`src/hdl/epmd_pkg.sv`:
```
// Shared types and constants for the encoder PID motor drive.
// No dependencies; every other file in hdl/ imports this package.
package epmd_pkg;

  // Width of the encoder position counter (range 16..64).
  localparam int COUNT_WIDTH = 32;
  // Count difference is limited to +-2^22 before the speed map; the map
  // saturates long before that, so the result is unchanged.
  localparam int DLT_W = 24;
  localparam int DXW   = (COUNT_WIDTH > DLT_W) ? COUNT_WIDTH : DLT_W;

  // Shared multiplier and divider sizes.
  localparam int MA_W  = 33;
  localparam int MB_W  = 17;
  localparam int PR_W  = MA_W + MB_W;
  localparam int NUM_W = 34;
  localparam int DEN_W = 13;
  localparam int DCNT_W = $clog2(NUM_W + 1);

  // Configuration port.
  localparam int CFG_IDX_W = 3;
  localparam int CFG_DAT_W = 16;
  localparam logic [CFG_IDX_W-1:0] CFG_KP   = 3'd0;
  localparam logic [CFG_IDX_W-1:0] CFG_KI   = 3'd1;
  localparam logic [CFG_IDX_W-1:0] CFG_KD   = 3'd2;
  localparam logic [CFG_IDX_W-1:0] CFG_LEAK = 3'd3;
  localparam logic [CFG_IDX_W-1:0] CFG_DB   = 3'd4;
  localparam logic [CFG_IDX_W-1:0] CFG_MIN  = 3'd5;
  localparam logic [CFG_IDX_W-1:0] CFG_DFS  = 3'd6;
  localparam logic [CFG_IDX_W-1:0] CFG_EFS  = 3'd7;

  // Stream widths.
  localparam int IN_DATA_W  = 16;
  localparam int IN_USER_W  = 2;
  localparam int OUT_DATA_W = 32;

  // The target map divides by 200: the product is shifted right by three,
  // then multiplied by ceil(2^24 / 25) and shifted right by 24. This is exact
  // for every 19-bit operand.
  localparam logic [19:0] TGT_RECIP = 20'd671089;
  localparam int          TGT_SHIFT = 24;

  typedef enum logic [1:0] {
    OP_EDGE    = 2'd0,
    OP_SAMPLE  = 2'd1,
    OP_CONTROL = 2'd2
  } op_e;

  typedef struct packed {
    op_e               op;
    logic              enc_b;
    logic signed [9:0] target;
    logic              clr;
  } item_t;

  typedef struct packed {
    logic             start;
    logic [NUM_W-1:0] num;
    logic [DEN_W-1:0] den;
  } div_req_t;

  typedef struct packed {
    logic             done;
    logic [NUM_W-1:0] quo;
  } div_rsp_t;

  typedef enum logic [4:0] {
    ST_IDLE,
    ST_S_SET,
    ST_S_MUL,
    ST_S_DIV,
    ST_S_WAIT,
    ST_C_SET,
    ST_C_TMUL,
    ST_C_TDIV,
    ST_C_TWAIT,
    ST_C_TERR,
    ST_C_LMUL,
    ST_C_LEAK,
    ST_C_PMUL,
    ST_C_PROP,
    ST_C_DMUL,
    ST_C_DER,
    ST_C_IMUL,
    ST_C_INT,
    ST_C_RSET,
    ST_C_RMUL,
    ST_C_RDIV,
    ST_C_RWAIT,
    ST_C_OUT
  } back_state_e;

endpackage

```
`src/hdl/epmd_front.sv`:
```
// Front end: accepts input words, drops unused op codes and queues the rest.
// Depends on epmd_pkg.
module epmd_front import epmd_pkg::*; (
  input  logic                 clk_i,
  input  logic                 rst_ni,
  input  logic                 s_axis_tvalid,
  output logic                 s_axis_tready,
  input  logic [IN_DATA_W-1:0] s_axis_tdata,  // encoder_b, target_percent, clear_integral
  input  logic [IN_USER_W-1:0] s_axis_tuser,  // op
  output item_t                item_o,
  output logic                 item_valid_o,
  input  logic                 item_pop_i
);

  item_t      slot_q [2];
  logic       wr_ptr_q, wr_ptr_d, rd_ptr_q, rd_ptr_d;
  logic [1:0] cnt_q, cnt_d;
  logic       keep, push, pop;
  item_t      item_in;

  // Classify the incoming word; op code 3 has no effect and is not queued.
  always_comb begin
    item_in.enc_b  = s_axis_tdata[0];
    item_in.target = $signed(s_axis_tdata[10:1]);
    item_in.clr    = s_axis_tdata[11];
    item_in.op     = OP_EDGE;
    keep           = 1'b1;
    unique case (s_axis_tuser)
      OP_EDGE:    item_in.op = OP_EDGE;
      OP_SAMPLE:  item_in.op = OP_SAMPLE;
      OP_CONTROL: item_in.op = OP_CONTROL;
      default:    keep = 1'b0;
    endcase
  end

  assign s_axis_tready = (cnt_q != 2'd2);
  assign push          = s_axis_tvalid & s_axis_tready & keep;
  assign pop           = item_pop_i & item_valid_o;
  assign item_valid_o  = (cnt_q != 2'd0);
  assign item_o        = slot_q[rd_ptr_q];

  // Queue pointers and fill count.
  always_comb begin
    wr_ptr_d = push ? ~wr_ptr_q : wr_ptr_q;
    rd_ptr_d = pop ? ~rd_ptr_q : rd_ptr_q;
    cnt_d    = cnt_q + 2'(push) - 2'(pop);
  end

  always_ff @(posedge clk_i or negedge rst_ni) begin
    if (!rst_ni) begin
      wr_ptr_q <= 1'b0;
      rd_ptr_q <= 1'b0;
      cnt_q    <= 2'd0;
    end else begin
      wr_ptr_q <= wr_ptr_d;
      rd_ptr_q <= rd_ptr_d;
      cnt_q    <= cnt_d;
    end
  end

  // Queue storage.
  always_ff @(posedge clk_i) begin
    if (push) begin
      slot_q[wr_ptr_q] <= item_in;
    end
  end

endmodule

```
`src/hdl/epmd_div.sv`:
```
// Restoring unsigned divider, one quotient bit per cycle.
// Depends on epmd_pkg.
module epmd_div import epmd_pkg::*; (
  input  logic     clk_i,
  input  logic     rst_ni,
  input  div_req_t req_i,
  output div_rsp_t rsp_o
);

  logic              busy_q, busy_d, done_q, done_d;
  logic [DCNT_W-1:0] cnt_q, cnt_d;
  logic [DEN_W-1:0]  rem_q, rem_d, den_q, den_d;
  logic [NUM_W-1:0]  quo_q, quo_d;
  logic [DEN_W:0]    shifted;
  logic              fits;

  // One shift and trial subtract a cycle.
  always_comb begin
    busy_d  = busy_q;
    done_d  = 1'b0;
    cnt_d   = cnt_q;
    rem_d   = rem_q;
    den_d   = den_q;
    quo_d   = quo_q;
    shifted = {rem_q, quo_q[NUM_W-1]};
    fits    = (shifted >= {1'b0, den_q});
    if (req_i.start) begin
      busy_d = 1'b1;
      cnt_d  = '0;
      rem_d  = '0;
      den_d  = req_i.den;
      quo_d  = req_i.num;
    end else if (busy_q) begin
      rem_d = fits ? DEN_W'(shifted - {1'b0, den_q}) : shifted[DEN_W-1:0];
      quo_d = {quo_q[NUM_W-2:0], fits};
      cnt_d = cnt_q + 1'b1;
      if (cnt_q == DCNT_W'(NUM_W - 1)) begin
        busy_d = 1'b0;
        done_d = 1'b1;
      end
    end
  end

  always_ff @(posedge clk_i or negedge rst_ni) begin
    if (!rst_ni) begin
      busy_q <= 1'b0;
      done_q <= 1'b0;
      cnt_q  <= '0;
    end else begin
      busy_q <= busy_d;
      done_q <= done_d;
      cnt_q  <= cnt_d;
    end
  end

  always_ff @(posedge clk_i) begin
    rem_q <= rem_d;
    den_q <= den_d;
    quo_q <= quo_d;
  end

  assign rsp_o.done = done_q;
  assign rsp_o.quo  = quo_q;

endmodule

```
`src/hdl/epmd_back.sv`:
```
// Back end: encoder count, speed map and PID step on a shared multiplier
// and divider, with the result word register. Depends on epmd_pkg.
module epmd_back import epmd_pkg::*; (
  input  logic                  clk_i,
  input  logic                  rst_ni,
  input  logic                  cfg_we_i,
  input  logic [CFG_IDX_W-1:0]  cfg_idx_i,
  input  logic [CFG_DAT_W-1:0]  cfg_data_i,
  input  item_t                 item_i,
  input  logic                  item_valid_i,
  output logic                  item_pop_o,
  output div_req_t              div_req_o,
  input  div_rsp_t              div_rsp_i,
  output logic                  m_axis_tvalid,
  input  logic                  m_axis_tready,
  output logic [OUT_DATA_W-1:0] m_axis_tdata  // direction, duty, speed_seen, drive_effort
);

  back_state_e state_q, state_d;

  // Configuration registers.
  logic [15:0] kp_q, ki_q, kd_q, leak_q;
  logic [7:0]  db_q, min_q, dfs_q;
  logic [11:0] efs_q;

  // Controller state.
  logic [COUNT_WIDTH-1:0] pos_q, pos_d, last_q, last_d;
  logic signed [10:0]     cur_q, cur_d, prev_q, prev_d;
  logic signed [31:0]     integ_q, integ_d;

  // Working registers.
  item_t                  item_q;
  logic signed [MA_W-1:0] mul_a_q, mul_a_d;
  logic signed [MB_W-1:0] mul_b_q, mul_b_d;
  logic signed [PR_W-1:0] prod_q;
  logic signed [PR_W:0]   sum_q, sum_d;
  logic signed [15:0]     err_q, err_d;
  logic signed [11:0]     acc_q, acc_d;
  logic signed [17:0]     v_q, v_d;
  logic                   neg_q, neg_d;
  logic                   res_dir_q, res_dir_d;
  logic [7:0]             res_duty_q, res_duty_d;
  logic signed [8:0]      res_p_q, res_p_d;
  logic                   m_valid_q, m_valid_d;
  logic [OUT_DATA_W-1:0]  m_data_q, m_data_d;
  logic [18:0]            tdiv_q;
  logic [14:0]            tquo_q;

  // Full scales, zero acting as one.
  logic [7:0]  dfs;
  logic [11:0] efs;
  assign dfs = (dfs_q == 8'd0) ? 8'd1 : dfs_q;
  assign efs = (efs_q == 12'd0) ? 12'd1 : efs_q;

  // Intermediate values.
  logic [COUNT_WIDTH-1:0] diff;
  logic signed [DXW-1:0]  diffx;
  logic signed [DLT_W-1:0] dlt;
  logic signed [DLT_W:0]   dlt_e;
  logic signed [9:0]      d_s, tc;
  logic signed [10:0]     tplus;
  logic signed [NUM_W:0]  qs, spd;
  logic [38:0]            trec;
  logic signed [15:0]     tsq, tgt;
  logic signed [33:0]     lk_s, itot;
  logic signed [32:0]     imag;
  logic signed [31:0]     integ_clr;
  logic signed [PR_W:0]   vt;
  logic signed [17:0]     vmag, db256;
  logic signed [9:0]      dmm;
  logic signed [PR_W-1:0] aprod;
  logic signed [26:0]     rmag, r, w, wabs;
  logic signed [19:0]     pm, ps, d20;
  logic signed [8:0]      p9;
  logic                   start;
  logic                   out_free;

  assign out_free = ~m_valid_q | m_axis_tready;

  // Next state.
  always_comb begin
    state_d = state_q;
    unique case (state_q)
      ST_IDLE: begin
        if (item_valid_i) begin
          unique case (item_i.op)
            OP_SAMPLE:  state_d = ST_S_SET;
            OP_CONTROL: state_d = ST_C_SET;
            default:    state_d = ST_IDLE;
          endcase
        end
      end
      ST_S_SET:   state_d = ST_S_MUL;
      ST_S_MUL:   state_d = ST_S_DIV;
      ST_S_DIV:   state_d = ST_S_WAIT;
      ST_S_WAIT:  state_d = div_rsp_i.done ? ST_IDLE : ST_S_WAIT;
      ST_C_SET:   state_d = ST_C_TMUL;
      ST_C_TMUL:  state_d = ST_C_TDIV;
      ST_C_TDIV:  state_d = ST_C_TWAIT;
      ST_C_TWAIT: state_d = ST_C_TERR;
      ST_C_TERR:  state_d = ST_C_LMUL;
      ST_C_LMUL:  state_d = ST_C_LEAK;
      ST_C_LEAK:  state_d = ST_C_PMUL;
      ST_C_PMUL:  state_d = ST_C_PROP;
      ST_C_PROP:  state_d = ST_C_DMUL;
      ST_C_DMUL:  state_d = ST_C_DER;
      ST_C_DER:   state_d = ST_C_IMUL;
      ST_C_IMUL:  state_d = ST_C_INT;
      ST_C_INT:   state_d = ST_C_RSET;
      ST_C_RSET:  state_d = ST_C_RMUL;
      ST_C_RMUL:  state_d = ST_C_RDIV;
      ST_C_RDIV:  state_d = ST_C_RWAIT;
      ST_C_RWAIT: state_d = div_rsp_i.done ? ST_C_OUT : ST_C_RWAIT;
      ST_C_OUT:   state_d = out_free ? ST_IDLE : ST_C_OUT;
      default:    state_d = ST_IDLE;
    endcase
  end

  // Arithmetic shared by several steps.
  always_comb begin
    // Count difference since the last sample, limited.
    diff  = pos_q - last_q;
    diffx = DXW'($signed(diff));
    if (diffx > $signed(DXW'(2 ** 22))) begin
      dlt = DLT_W'(2 ** 22);
    end else if (diffx < $signed(-DXW'(2 ** 22))) begin
      dlt = -DLT_W'(2 ** 22);
    end else begin
      dlt = diffx[DLT_W-1:0];
    end
    dlt_e = (DLT_W + 1)'(dlt) + $signed({13'd0, efs});

    // Target percent clamped to the duty full scale.
    d_s = $signed({2'b00, dfs});
    if (item_q.target > d_s) begin
      tc = d_s;
    end else if (item_q.target < -d_s) begin
      tc = -d_s;
    end else begin
      tc = item_q.target;
    end
    tplus = 11'(tc) + 11'sd100;

    // Signed quotient of the last division.
    qs  = neg_q ? -$signed({1'b0, div_rsp_i.quo}) : $signed({1'b0, div_rsp_i.quo});
    spd = qs - $signed((NUM_W + 1)'(dfs));

    // Target quotient by 200 through the reciprocal of 25.
    trec = tdiv_q * TGT_RECIP;
    tsq  = neg_q ? -$signed({1'b0, tquo_q}) : $signed({1'b0, tquo_q});
    tgt  = tsq - $signed({4'd0, efs});

    // Leaky integrator.
    integ_clr = item_q.clr ? 32'sd0 : integ_q;
    imag      = integ_clr[31] ? -33'(integ_clr) : 33'(integ_clr);
    lk_s      = integ_q[31] ? -$signed({2'b00, prod_q[47:16]})
                            : $signed({2'b00, prod_q[47:16]});
    itot      = lk_s + 34'(err_q);

    // Drive sum and deadzone remap.
    vt    = sum_q + (PR_W + 1)'(prod_q);
    vmag  = v_q[17] ? -v_q : v_q;
    db256 = $signed({2'b00, db_q, 8'h00});
    dmm   = $signed({2'b00, dfs}) - $signed({2'b00, min_q});
    aprod = prod_q[PR_W-1] ? -prod_q : prod_q;
    rmag  = $signed({11'd0, min_q, 8'h00}) + 27'(qs);
    if (v_q > db256) begin
      r = rmag;
    end else if (v_q < -db256) begin
      r = -rmag;
    end else begin
      r = 27'sd0;
    end

    // Round after +0.5 toward zero, then limit to the full scale.
    w    = r + 27'sd128;
    wabs = w[26] ? -w : w;
    pm   = 20'(wabs[26:8]);
    ps   = w[26] ? -pm : pm;
    d20  = $signed({12'd0, dfs});
    if (ps > d20) begin
      p9 = 9'(d20);
    end else if (ps < -d20) begin
      p9 = 9'(-d20);
    end else begin
      p9 = 9'(ps);
    end
  end

  // Datapath updates per step.
  always_comb begin
    pos_d      = pos_q;
    last_d     = last_q;
    cur_d      = cur_q;
    prev_d     = prev_q;
    integ_d    = integ_q;
    mul_a_d    = mul_a_q;
    mul_b_d    = mul_b_q;
    sum_d      = sum_q;
    err_d      = err_q;
    acc_d      = acc_q;
    v_d        = v_q;
    neg_d      = neg_q;
    res_dir_d  = res_dir_q;
    res_duty_d = res_duty_q;
    res_p_d    = res_p_q;
    item_pop_o = 1'b0;
    start      = 1'b0;
    div_req_o.num = aprod[NUM_W-1:0];
    div_req_o.den = DEN_W'(dfs);
    m_valid_d  = m_valid_q & ~m_axis_tready;
    m_data_d   = m_data_q;

    unique case (state_q)
      ST_IDLE: begin
        item_pop_o = item_valid_i;
        if (item_valid_i && item_i.op == OP_EDGE) begin
          pos_d = item_i.enc_b ? pos_q - 1'b1 : pos_q + 1'b1;
        end
      end
      ST_S_SET: begin
        mul_a_d = MA_W'(dlt_e);
        mul_b_d = $signed({8'd0, dfs, 1'b0});
      end
      ST_S_DIV: begin
        start         = 1'b1;
        neg_d         = prod_q[PR_W-1];
        div_req_o.den = {efs, 1'b0};
      end
      ST_S_WAIT: begin
        if (div_rsp_i.done) begin
          if (spd > (NUM_W + 1)'(1023)) begin
            cur_d = 11'sd1023;
          end else if (spd < -(NUM_W + 1)'(1023)) begin
            cur_d = -11'sd1023;
          end else begin
            cur_d = 11'(spd);
          end
          last_d = pos_q;
        end
      end
      ST_C_SET: begin
        mul_a_d = MA_W'(tplus);
        mul_b_d = $signed({4'd0, efs, 1'b0});
      end
      ST_C_TDIV: begin
        neg_d = prod_q[PR_W-1];
      end
      ST_C_TERR: begin
        err_d   = tgt - 16'(cur_q);
        acc_d   = 12'(cur_q) - 12'(prev_q);
        prev_d  = cur_q;
        integ_d = integ_clr;
        mul_a_d = imag;
        mul_b_d = $signed({1'b0, leak_q});
      end
      ST_C_LEAK: begin
        if (itot > 34'sh0_7FFF_FFFF) begin
          integ_d = 32'sh7FFF_FFFF;
        end else if (itot < -34'sh0_8000_0000) begin
          integ_d = -32'sh8000_0000;
        end else begin
          integ_d = 32'(itot);
        end
        mul_a_d = MA_W'(err_q);
        mul_b_d = $signed({1'b0, kp_q});
      end
      ST_C_PROP: begin
        sum_d   = (PR_W + 1)'(prod_q);
        mul_a_d = MA_W'(acc_q);
        mul_b_d = $signed({1'b0, kd_q});
      end
      ST_C_DER: begin
        sum_d   = vt;
        mul_a_d = MA_W'(integ_q);
        mul_b_d = $signed({1'b0, ki_q});
      end
      ST_C_INT: begin
        if (vt >= (PR_W + 1)'(65536)) begin
          v_d = 18'sd65280;
        end else if (vt <= -(PR_W + 1)'(65536)) begin
          v_d = -18'sd65280;
        end else begin
          v_d = 18'(vt);
        end
      end
      ST_C_RSET: begin
        mul_a_d = MA_W'(vmag);
        mul_b_d = MB_W'(dmm);
      end
      ST_C_RDIV: begin
        start = 1'b1;
        neg_d = prod_q[PR_W-1];
      end
      ST_C_RWAIT: begin
        if (div_rsp_i.done) begin
          res_p_d    = p9;
          res_dir_d  = ~p9[8];
          res_duty_d = p9[8] ? 8'(-p9) : dfs - p9[7:0];
        end
      end
      ST_C_OUT: begin
        if (out_free) begin
          m_valid_d = 1'b1;
          m_data_d  = {3'd0, res_p_q, cur_q, res_duty_q, res_dir_q};
        end
      end
      default: ;
    endcase
    div_req_o.start = start;
  end

  // Control and state registers.
  always_ff @(posedge clk_i or negedge rst_ni) begin
    if (!rst_ni) begin
      state_q   <= ST_IDLE;
      m_valid_q <= 1'b0;
      pos_q     <= '0;
      last_q    <= '0;
      cur_q     <= '0;
      prev_q    <= '0;
      integ_q   <= '0;
      kp_q      <= 16'd256;
      ki_q      <= 16'd0;
      kd_q      <= 16'd0;
      leak_q    <= 16'd62259;
      db_q      <= 8'd10;
      min_q     <= 8'd60;
      dfs_q     <= 8'd255;
      efs_q     <= 12'd100;
    end else begin
      state_q   <= state_d;
      m_valid_q <= m_valid_d;
      pos_q     <= pos_d;
      last_q    <= last_d;
      cur_q     <= cur_d;
      prev_q    <= prev_d;
      integ_q   <= integ_d;
      if (cfg_we_i) begin
        unique case (cfg_idx_i)
          CFG_KP:   kp_q   <= cfg_data_i;
          CFG_KI:   ki_q   <= cfg_data_i;
          CFG_KD:   kd_q   <= cfg_data_i;
          CFG_LEAK: leak_q <= cfg_data_i;
          CFG_DB:   db_q   <= cfg_data_i[7:0];
          CFG_MIN:  min_q  <= cfg_data_i[7:0];
          CFG_DFS:  dfs_q  <= cfg_data_i[7:0];
          CFG_EFS:  efs_q  <= cfg_data_i[11:0];
          default: ;
        endcase
      end
    end
  end

  // Payload registers; the product registers follow their operands each cycle.
  always_ff @(posedge clk_i) begin
    if (item_pop_o) begin
      item_q <= item_i;
    end
    mul_a_q    <= mul_a_d;
    mul_b_q    <= mul_b_d;
    prod_q     <= mul_a_q * mul_b_q;
    tdiv_q     <= aprod[21:3];
    tquo_q     <= trec[TGT_SHIFT+14:TGT_SHIFT];
    sum_q      <= sum_d;
    err_q      <= err_d;
    acc_q      <= acc_d;
    v_q        <= v_d;
    neg_q      <= neg_d;
    res_dir_q  <= res_dir_d;
    res_duty_q <= res_duty_d;
    res_p_q    <= res_p_d;
    m_data_q   <= m_data_d;
  end

  assign m_axis_tvalid = m_valid_q;
  assign m_axis_tdata  = m_data_q;

endmodule

```
`src/hdl/encoder_pid_motor_drive.sv`:
```
// Top level of the encoder PID motor drive: front queue, back sequencer
// and shared divider. Depends on epmd_pkg, epmd_front, epmd_back, epmd_div.
//
//  Channel | Direction | Contents
//  s_axis  | in        | tuser: op; tdata: encoder_b, target_percent, clear_integral
//  m_axis  | out       | tdata: direction, duty, speed_seen, drive_effort
//  cfg     | in        | cfg_we_i, cfg_idx_i, cfg_data_i; one register per write
//
// An encoder edge is handled in the back end's idle state itself; for a sample or a control
// tick, the shared divider takes most of the time.
// The front queue holds two words, so input is taken while the back end works.
// Reset clears the control and controller state and loads the register defaults; a result word waits
// in its register until taken, stalling only the back end.
module encoder_pid_motor_drive import epmd_pkg::*; (
  input  logic                  clk_i,
  input  logic                  rst_ni,
  input  logic                  s_axis_tvalid,
  output logic                  s_axis_tready,
  input  logic [IN_DATA_W-1:0]  s_axis_tdata,  // [0] encoder_b, [10:1] target_percent, [11] clear_integral
  input  logic [IN_USER_W-1:0]  s_axis_tuser,  // [1:0] op
  output logic                  m_axis_tvalid,
  input  logic                  m_axis_tready,
  output logic [OUT_DATA_W-1:0] m_axis_tdata,  // [0] direction, [8:1] duty, [19:9] speed_seen, [28:20] drive_effort
  input  logic                  cfg_we_i,
  input  logic [CFG_IDX_W-1:0]  cfg_idx_i,
  input  logic [CFG_DAT_W-1:0]  cfg_data_i
);

  item_t    item;
  logic     item_valid, item_pop;
  div_req_t div_req;
  div_rsp_t div_rsp;

  epmd_front u_front (
    .clk_i        (clk_i),
    .rst_ni       (rst_ni),
    .s_axis_tvalid(s_axis_tvalid),
    .s_axis_tready(s_axis_tready),
    .s_axis_tdata (s_axis_tdata),
    .s_axis_tuser (s_axis_tuser),
    .item_o       (item),
    .item_valid_o (item_valid),
    .item_pop_i   (item_pop)
  );

  epmd_div u_div (
    .clk_i (clk_i),
    .rst_ni(rst_ni),
    .req_i (div_req),
    .rsp_o (div_rsp)
  );

  epmd_back u_back (
    .clk_i        (clk_i),
    .rst_ni       (rst_ni),
    .cfg_we_i     (cfg_we_i),
    .cfg_idx_i    (cfg_idx_i),
    .cfg_data_i   (cfg_data_i),
    .item_i       (item),
    .item_valid_i (item_valid),
    .item_pop_o   (item_pop),
    .div_req_o    (div_req),
    .div_rsp_i    (div_rsp),
    .m_axis_tvalid(m_axis_tvalid),
    .m_axis_tready(m_axis_tready),
    .m_axis_tdata (m_axis_tdata)
  );

endmodule

```
`config.mk`:
```
export PLATFORM = sky130hd
export DESIGN_NAME = encoder_pid_motor_drive
export DESIGN_NICKNAME = d
export VERILOG_FILES = /design/src/hdl/epmd_pkg.sv /design/src/hdl/epmd_front.sv /design/src/hdl/epmd_div.sv /design/src/hdl/epmd_back.sv /design/src/hdl/encoder_pid_motor_drive.sv
export SDC_FILE = /design/constraint.sdc
export NUM_CORES = 2
export LEC_CHECK = 0
export ABC_AREA = 1
export BUFFER_PORTS_ARGS = -buffer_cell sky130_fd_sc_hd__buf_2
export CORE_MARGIN = 4
export CORE_UTILIZATION = 45
export DETAILED_ROUTE_END_ITERATION = 7
export GPL_TIMING_DRIVEN = 1
export SYNTH_ARGS = -nofsm -noshare
export SYNTH_HDL_FRONTEND = slang
export SYNTH_SLANG_ARGS = --single-unit
export TNS_END_PERCENT = 100
```
`constraint.sdc`:
```
create_clock -name clk_i -period 14.9 [get_ports clk_i]
set_clock_uncertainty 0.1 [all_clocks]
set_input_delay 4.47 -clock clk_i [delete_from_list [all_inputs] [get_ports clk_i]]
set_output_delay 4.47 -clock clk_i [all_outputs]
set_load 0.01 [all_outputs]
```
Yosys cells after proc, flatten, opt, wreduce, memory -nomap -nowiden
Memories as Yosys holds them, arrays and structs flattened.
Index checks and enable logic that the tools add are counted.
- add/subtract/negate cells: 32
- div/mod/pow operators: 0
- $mul: 2
- bitwise gates (word level): 10
- shifts and indexed selects: 0
- order comparisons: 15
- reduce and logical (&&, ||, !) cells: 28
- multiplexer cells: 56
- equality and inequality tests: 36
- operators with widths (kind ; number):
    33-bit case mux with 7 select lines ; 1
    34-bit two-way mux ; 4
    32-bit two-way mux ; 4
    17-bit case mux with 7 select lines ; 1
    5-bit case mux with 23 select lines ; 1
    51-bit case mux with 2 select lines ; 1
    27-bit two-way mux ; 3
    32-bit case mux with 2 select lines ; 1
    27-bit negator ; 2
    51-bit by 50-bit adder with 51-bit output ; 1
    51-bit by 18-bit greater-or-equal comparator with 1-bit output, second input constant ; 1
    51-bit by 17-bit <= comparator with 1-bit output, second input constant ; 1
    33-bit by 17-bit multiplier with 50-bit output ; 1
    24-bit two-way mux ; 2
    5-bit by 4-bit == test with 1-bit output, second input constant ; 8
    19-bit by 20-bit multiplier with 39-bit output, second input constant ; 1
    18-bit two-way mux ; 2
    5-bit == test, second input constant ; 7
    35-bit by 11-bit > comparator with 1-bit output, second input constant ; 1
    35-bit by 11-bit less-than comparator with 1-bit output, second input constant ; 1
    35-bit two-way mux ; 1
    34-bit negator with 35-bit output ; 1
    35-bit by 9-bit subtractor with 35-bit output ; 1
    34-bit by 16-bit adder with 34-bit output ; 1
    other kinds (78) ; 131
- ROM bits: 0
- output and inout port bits: 34
- latch bits: 0
- register bits after elaboration: 586
- bits in writable memories: 28
- memories: 1
- input bits: 42
- logic and storage cells: 223
- memories (memory ; words ; bits a word ; rd ports ; clocked after memory_dff ; wr ports ; RTL line ; text):
    u_front.slot_q ; 2 ; 14 ; 1 ; 0 ; 1 ; epmd_front.sv:15 ; item_t slot_q [2];

Longest topological paths before layout
- depth after elaboration: 16
- gate-level depth with buffers: 74
- depth with buffers taken out: 73

By module
A second synthesis with hierarchy kept.
- cells, all modules: 8916
- area, all modules: 69990.9 um2
- modules (own cells, without submodules) (module ; area each (um2) ; instances ; sequential area each (um2) ; cells each):
    epmd_back ; 64923.5 ; 1 ; 13508.0 ; 8339
    epmd_div ; 3796.1 ; 1 ; 1871.8 ; 467
    epmd_front ; 1271.2 ; 1 ; 940.9 ; 110

Worst setup path before layout
No wires, ideal clock.
- path kind: register -> register
- start point: register u_back.neg_q
- end point: register u_back.res_duty_q[7] (data pin)
- arrival: 8.101 ns
- stages on the path, launching flop included: 70
- clock period less this slack: 8.453 ns
- required time: 14.548 ns
- path buffers: 7
- library setup time: 0.252 ns
- slack: 6.447 ns
- cells stage by stage: edfxtp_1 > buf_4 > buf_6 > buf_2 > buf_2 > clkbuf_1 > o21ai_0 > xor2_1 > inv_1 > ha_1 > nand2_1 > inv_1 > a21oi_1 > nand2_1 > nand4_2 > nand2_2 > buf_6 > nand2_2 > [34 not listed] > nand2_2 > inv_2 > nand2_1 > a31oi_4 > inv_1 > ha_1 > nand2_1 > o21ai_0 > a21oi_1 > inv_1 > a21oi_1 > nor2_1 > nor2_1 > inv_1 > a21oi_1 > inv_1 > nand3_1 > nand2_1
- word-level cells in the longest chain between the ends: 15
- elaborated cells between the ends (all ways): 17
- RTL lines (what ; RTL line ; text):
    start, declared ; epmd_back.sv:40 ; logic neg_q, neg_d;
    start signal, assigned ; epmd_back.sv:369 ; neg_q <= neg_d;
    35-bit two-way mux (*) ; epmd_back.sv:145 ; qs = neg_q ? -$signed({1'b0, div_rsp_i.quo}) : $signed({1'b0, div_rsp_i.quo});
    17-bit by 27-bit adder with 27-bit output (*) ; epmd_back.sv:166 ; rmag = $signed({11'd0, min_q, 8'h00}) + 27'(qs);
    27-bit negator ; epmd_back.sv:170 ; r = -rmag;
    27-bit two-way mux ; epmd_back.sv:169 ; end else if (v_q < -db256) begin
    27-bit two-way mux (*) ; epmd_back.sv:167 ; if (v_q > db256) begin
    27-bit by 9-bit adder with 27-bit output (*) ; epmd_back.sv:176 ; w = r + 27'sd128;
    27-bit negator ; epmd_back.sv:177 ; wabs = w[26] ? -w : w;
    27-bit two-way mux ; epmd_back.sv:177 ;
    19-bit negator with 20-bit output ; epmd_back.sv:179 ; ps = w[26] ? -pm : pm;
    20-bit two-way mux (*) ; epmd_back.sv:179 ;
    20-bit less-than comparator ; epmd_back.sv:183 ; end else if (ps < -d20) begin
    9-bit two-way mux ; epmd_back.sv:183 ;
    9-bit two-way mux (*) ; epmd_back.sv:181 ; if (ps > d20) begin
    named net u_back.p9[1] ; epmd_back.sv:74 ; logic signed [8:0] p9;
    8-bit subtractor or 8-bit negator (tied branches) ; epmd_back.sv:299 ; res_duty_d = p9[8] ? 8'(-p9) : dfs - p9[7:0];
    8-bit two-way mux (*) ; epmd_back.sv:299 ;
    end signal, assigned ; epmd_back.sv:371 ; res_duty_q <= res_duty_d;
    end, declared ; epmd_back.sv:42 ; logic [7:0] res_duty_q, res_duty_d;
The timed path passes the listed nets; every way through them passes the cells marked *.
A chain may end at the register's enable or synchronous reset.

Worst setup path after layout
- start point: register u_div.quo_q[0]
- end point: register u_back.res_duty_q[7] (data pin)
- word-level cells in the longest chain between the ends: 16
- elaborated cells between the ends (all ways): 18
- RTL lines (what ; RTL line ; text):
    start, declared ; epmd_div.sv:13 ; logic [NUM_W-1:0] quo_q, quo_d;
    start signal, assigned ; epmd_div.sv:59 ; quo_q <= quo_d;
    34-bit negator with 35-bit output ; epmd_back.sv:145 ;
    35-bit two-way mux (*) ; epmd_back.sv:145 ;
    17-bit by 27-bit adder with 27-bit output (*) ; epmd_back.sv:166 ;
    27-bit negator ; epmd_back.sv:170 ;
    27-bit two-way mux ; epmd_back.sv:169 ;
    27-bit two-way mux (*) ; epmd_back.sv:167 ;
    27-bit by 9-bit adder with 27-bit output (*) ; epmd_back.sv:176 ;
    27-bit negator ; epmd_back.sv:177 ;
    27-bit two-way mux ; epmd_back.sv:177 ;
    19-bit negator with 20-bit output ; epmd_back.sv:179 ;
    20-bit two-way mux (*) ; epmd_back.sv:179 ;
    20-bit less-than comparator ; epmd_back.sv:183 ;
    9-bit two-way mux ; epmd_back.sv:183 ;
    9-bit two-way mux (*) ; epmd_back.sv:181 ;
    named net u_back.p9[1] ; epmd_back.sv:74 ;
    8-bit subtractor or 8-bit negator (tied branches) ; epmd_back.sv:299 ;
    8-bit two-way mux (*) ; epmd_back.sv:299 ;
Marks and branches as above.

==> impl_metrics.csv <==
group,metric,value,unit
die,pin_count,76,
synthesis,netlist_area,69400,um2
place,io_buffers,68,
setup_path,cp-start-kind,"register",
timing,period_needed,10.69,ns
synthesis,synth_top_area_frac,0.198,
synthesis,syn_inst,8779,
setup_path,critPathSlowestCell,"nand2_2",
route,drc,0,
timing,slew_violations,0,
global_route,grt_max_degree,130,
synthesis,yosysTopAreaCell,"fa_1",
die,core.rowCount,143,
route,dr_wl_met3,13700,um
setup_path,worstPathRequired,15.19,ns
synthesis,synth_common_cells,"nand2_1 (1998), inv_1 (1655), fa_1 (685)",
clock_tree,postCtsSetupBuffers,0,
route,drt_first_iter_violations,4257,
clock_tree,cts_made_buffers,73,
route,topRoutingLayerUsed,"met4",
setup_path,worstRegToRegCells,68,
synthesis,syn_area_per_cell,7.90,um2
setup_path,startpoint,"u_div.quo_q[0]$_DFFE_PP_",
clock_tree,cts_num_sinks,614,
final_layout,drive_gt1_frac,0.0550,
clock_tree,cts_hold_buf,0,
die,dieArea,161000,um2
route,first_pass_iters,6,
min_path,worstHoldStart,"u_back.res_duty_q[2]$_DFFE_PP_",
final_layout,finalNetCount,10016,
timing,hold_viol,0,
synthesis,yosysSeqAreaShare,0.235,
route,wl_per_cell,18.2,um
final_layout,multiInputGateArea,45600,um2
clock_tree,h-tree-depth,3,
synthesis,synthTopCellsByArea,"fa_1 (20%), edfxtp_1 (12%), nand2_1 (11%), ha_1 (11%), inv_1 (9.0%)",
global_route,grt-ovfl-total,0,
synthesis,synth.distinct_cells,75,
route,via_per_inst,5.27,
final_layout,regArea,16300,um2
final_layout,diodes,0,
timing,tns,0,ns
synthesis,synth_enable_flop_cells,281,
clock_tree,cts-root-buf,"clkbuf_16",
synthesis,synth_warnings,0,
run_status,status,"finished clean",
clock_tree,clk_pin_slew,0.06,ns
synthesis,synth-main-ff-cell,"edfxtp_1",
timing,fmax,0.0935,GHz
synthesis,synth_most_common_cell,"nand2_1",
die,die_w,401,um
final_layout,area_delta_synth_final,7.18,%
timing,finalCritPeriodShare,0.718,
global_route,grt_pass1_wl,313000,um
die,chipHeight,401,um
final_layout,final_cell_area,74300,um2
setup_path,criticalPathCategory,"reg2reg",
min_path,worstHoldPathCells,0,
job,cap_viol_max_count,0,
route,wl,196000,um
synthesis,async_reset_ff_frac,0.384,
setup_path,crit_path_max_fanout,38,
place,dp_cells,10657,
setup_path,r2r-start,"u_div.quo_q[0]$_DFFE_PP_",
timing,rsz0062_at_grt,"no",
clock_tree,ctsResizeCount,0,
route,dr_total_vias,56870,
setup_path,endpoint_kind,"register",
synthesis,ys_seq_elements,614,
setup_path,crit_path_frequent_cell,"nand2_1",
final_layout,layout.cells.non_filler,10793,
final_layout,nFillCells,14895,
place,place_congestion,0.941,
clock_tree,insertion_delay,0.65,ns
global_route,track_usage,0.243,
route,drtAntennaViolNets,0,
clock_tree,clockBufferDepth,3,
timing,worst_slew_pin_slew,1.20,ns
die,coreArea,153000,um2
global_route,antenna_found_initial,8,
route,drt-met1-wl,90600,um
global_route,grt_pass1_vias,56110,
timing,setup_viol,0,
place,dpl_cell_area,71700,um2
timing,max_slew_margin,0.194,
place,hpwl,155000,um
setup_path,cp_slowest_stage_delay,0.57,ns
clock_tree,cts_tree,"done",
die,start_util,0.455,
setup_path,cp.arrival,10.98,ns
min_path,hold_path.class,"reg2reg",
route,wl_met2,86900,um
## flip-flops by register name (all words and copies together) (netlist names), 28 cells and up
register             count
u_back.prod_q           50
u_back.last_q           32
u_div.quo_q             34
u_back.m_axis_tdata     29
u_back.pos_q            32
u_back.integ_q          32
u_front.slot_q          28
u_back.sum_q            51
u_back.mul_a_q          33
## cells by family (layout without fill, tap and decap cells)
family                   after synthesis  count (layout)  share of synthesized area
other                                  1               9                  0.0000541
adder cells (fa/ha/maj)             1272            1272                      0.304
XOR/XNOR                             418             418                     0.0529
flip-flops                           614             614                      0.235
AND/OR/NAND/NOR                     3248            3248                      0.196
multiplexers                          12              12                    0.00193
AO/OA/AOI/OAI                       1237            1237                      0.102
buffers and inverters               1977            1953                      0.108
## per-stage QoR
step                 util  hold WS, ns  worst slack (ns)
finish              0.487        0.334              4.21
CTS                 0.487        0.336              4.29
floorplan               -        0.300              6.45
detailed placement  0.470        0.305              4.35
global route        0.487        0.345              3.20
global placement    0.470        0.316              4.36
## metal layers
layer,track usage,up-vias
li1,-,27578
met1,0.351,27431
met2,0.384,1622
met3,0.0363,239
met4,0.0590,0
met5,0,-
## final cells by class
| type | instances | area share |
|---|---|---|
| clock buffer | 95 | 0.0288 |
| clock inverter | 41 | 0.00714 |
| inverter | 1679 | 0.0848 |
| multi-input combinational | 6196 | 0.614 |
| sequential | 614 | 0.220 |
| tap | 2030 | 0.0342 |
| timing repair buffer | 138 | 0.0118 |
## final timing paths
kind,endpoint,slack (ns)
min in group asynchronous,u_div.done_q$_DFF_PN0_,3.87
max,u_back.res_duty_q[7]$_DFFE_PP_,4.21
max reg2reg,u_back.res_duty_q[7]$_DFFE_PP_,4.21
min reg2reg,u_back.m_axis_tdata[3]$_DFFE_PP_,0.33
max in group asynchronous,u_back.integ_q[6]$_DFFE_PN0P_,8.64
min,u_back.m_axis_tdata[3]$_DFFE_PP_,0.33
## critical path: cells and delay by family, from the launching register on
kind                     cells  cell delay, ns
flip-flops                   1            0.50
AO/OA/AOI/OAI               14            2.19
buffers and inverters       10            0.81
adder cells (fa/ha/maj)      5            1.48
XOR/XNOR                     2            0.66
AND/OR/NAND/NOR             37            4.66
## cell usage in the layout (no fill, tap or decap), drive strengths merged, types with 138 or more instances in the layout
cell type  count
nand2       2037
inv         1681
fa           685
nor2         606
ha           587
o21ai        501
a21oi        429
nand3        318
xor2         282
edfxtp       281
dfrtp        208
buf          138
Power is not shown: default switching activity piles up to over one toggle a cycle in this logic, so the estimate is an artifact.
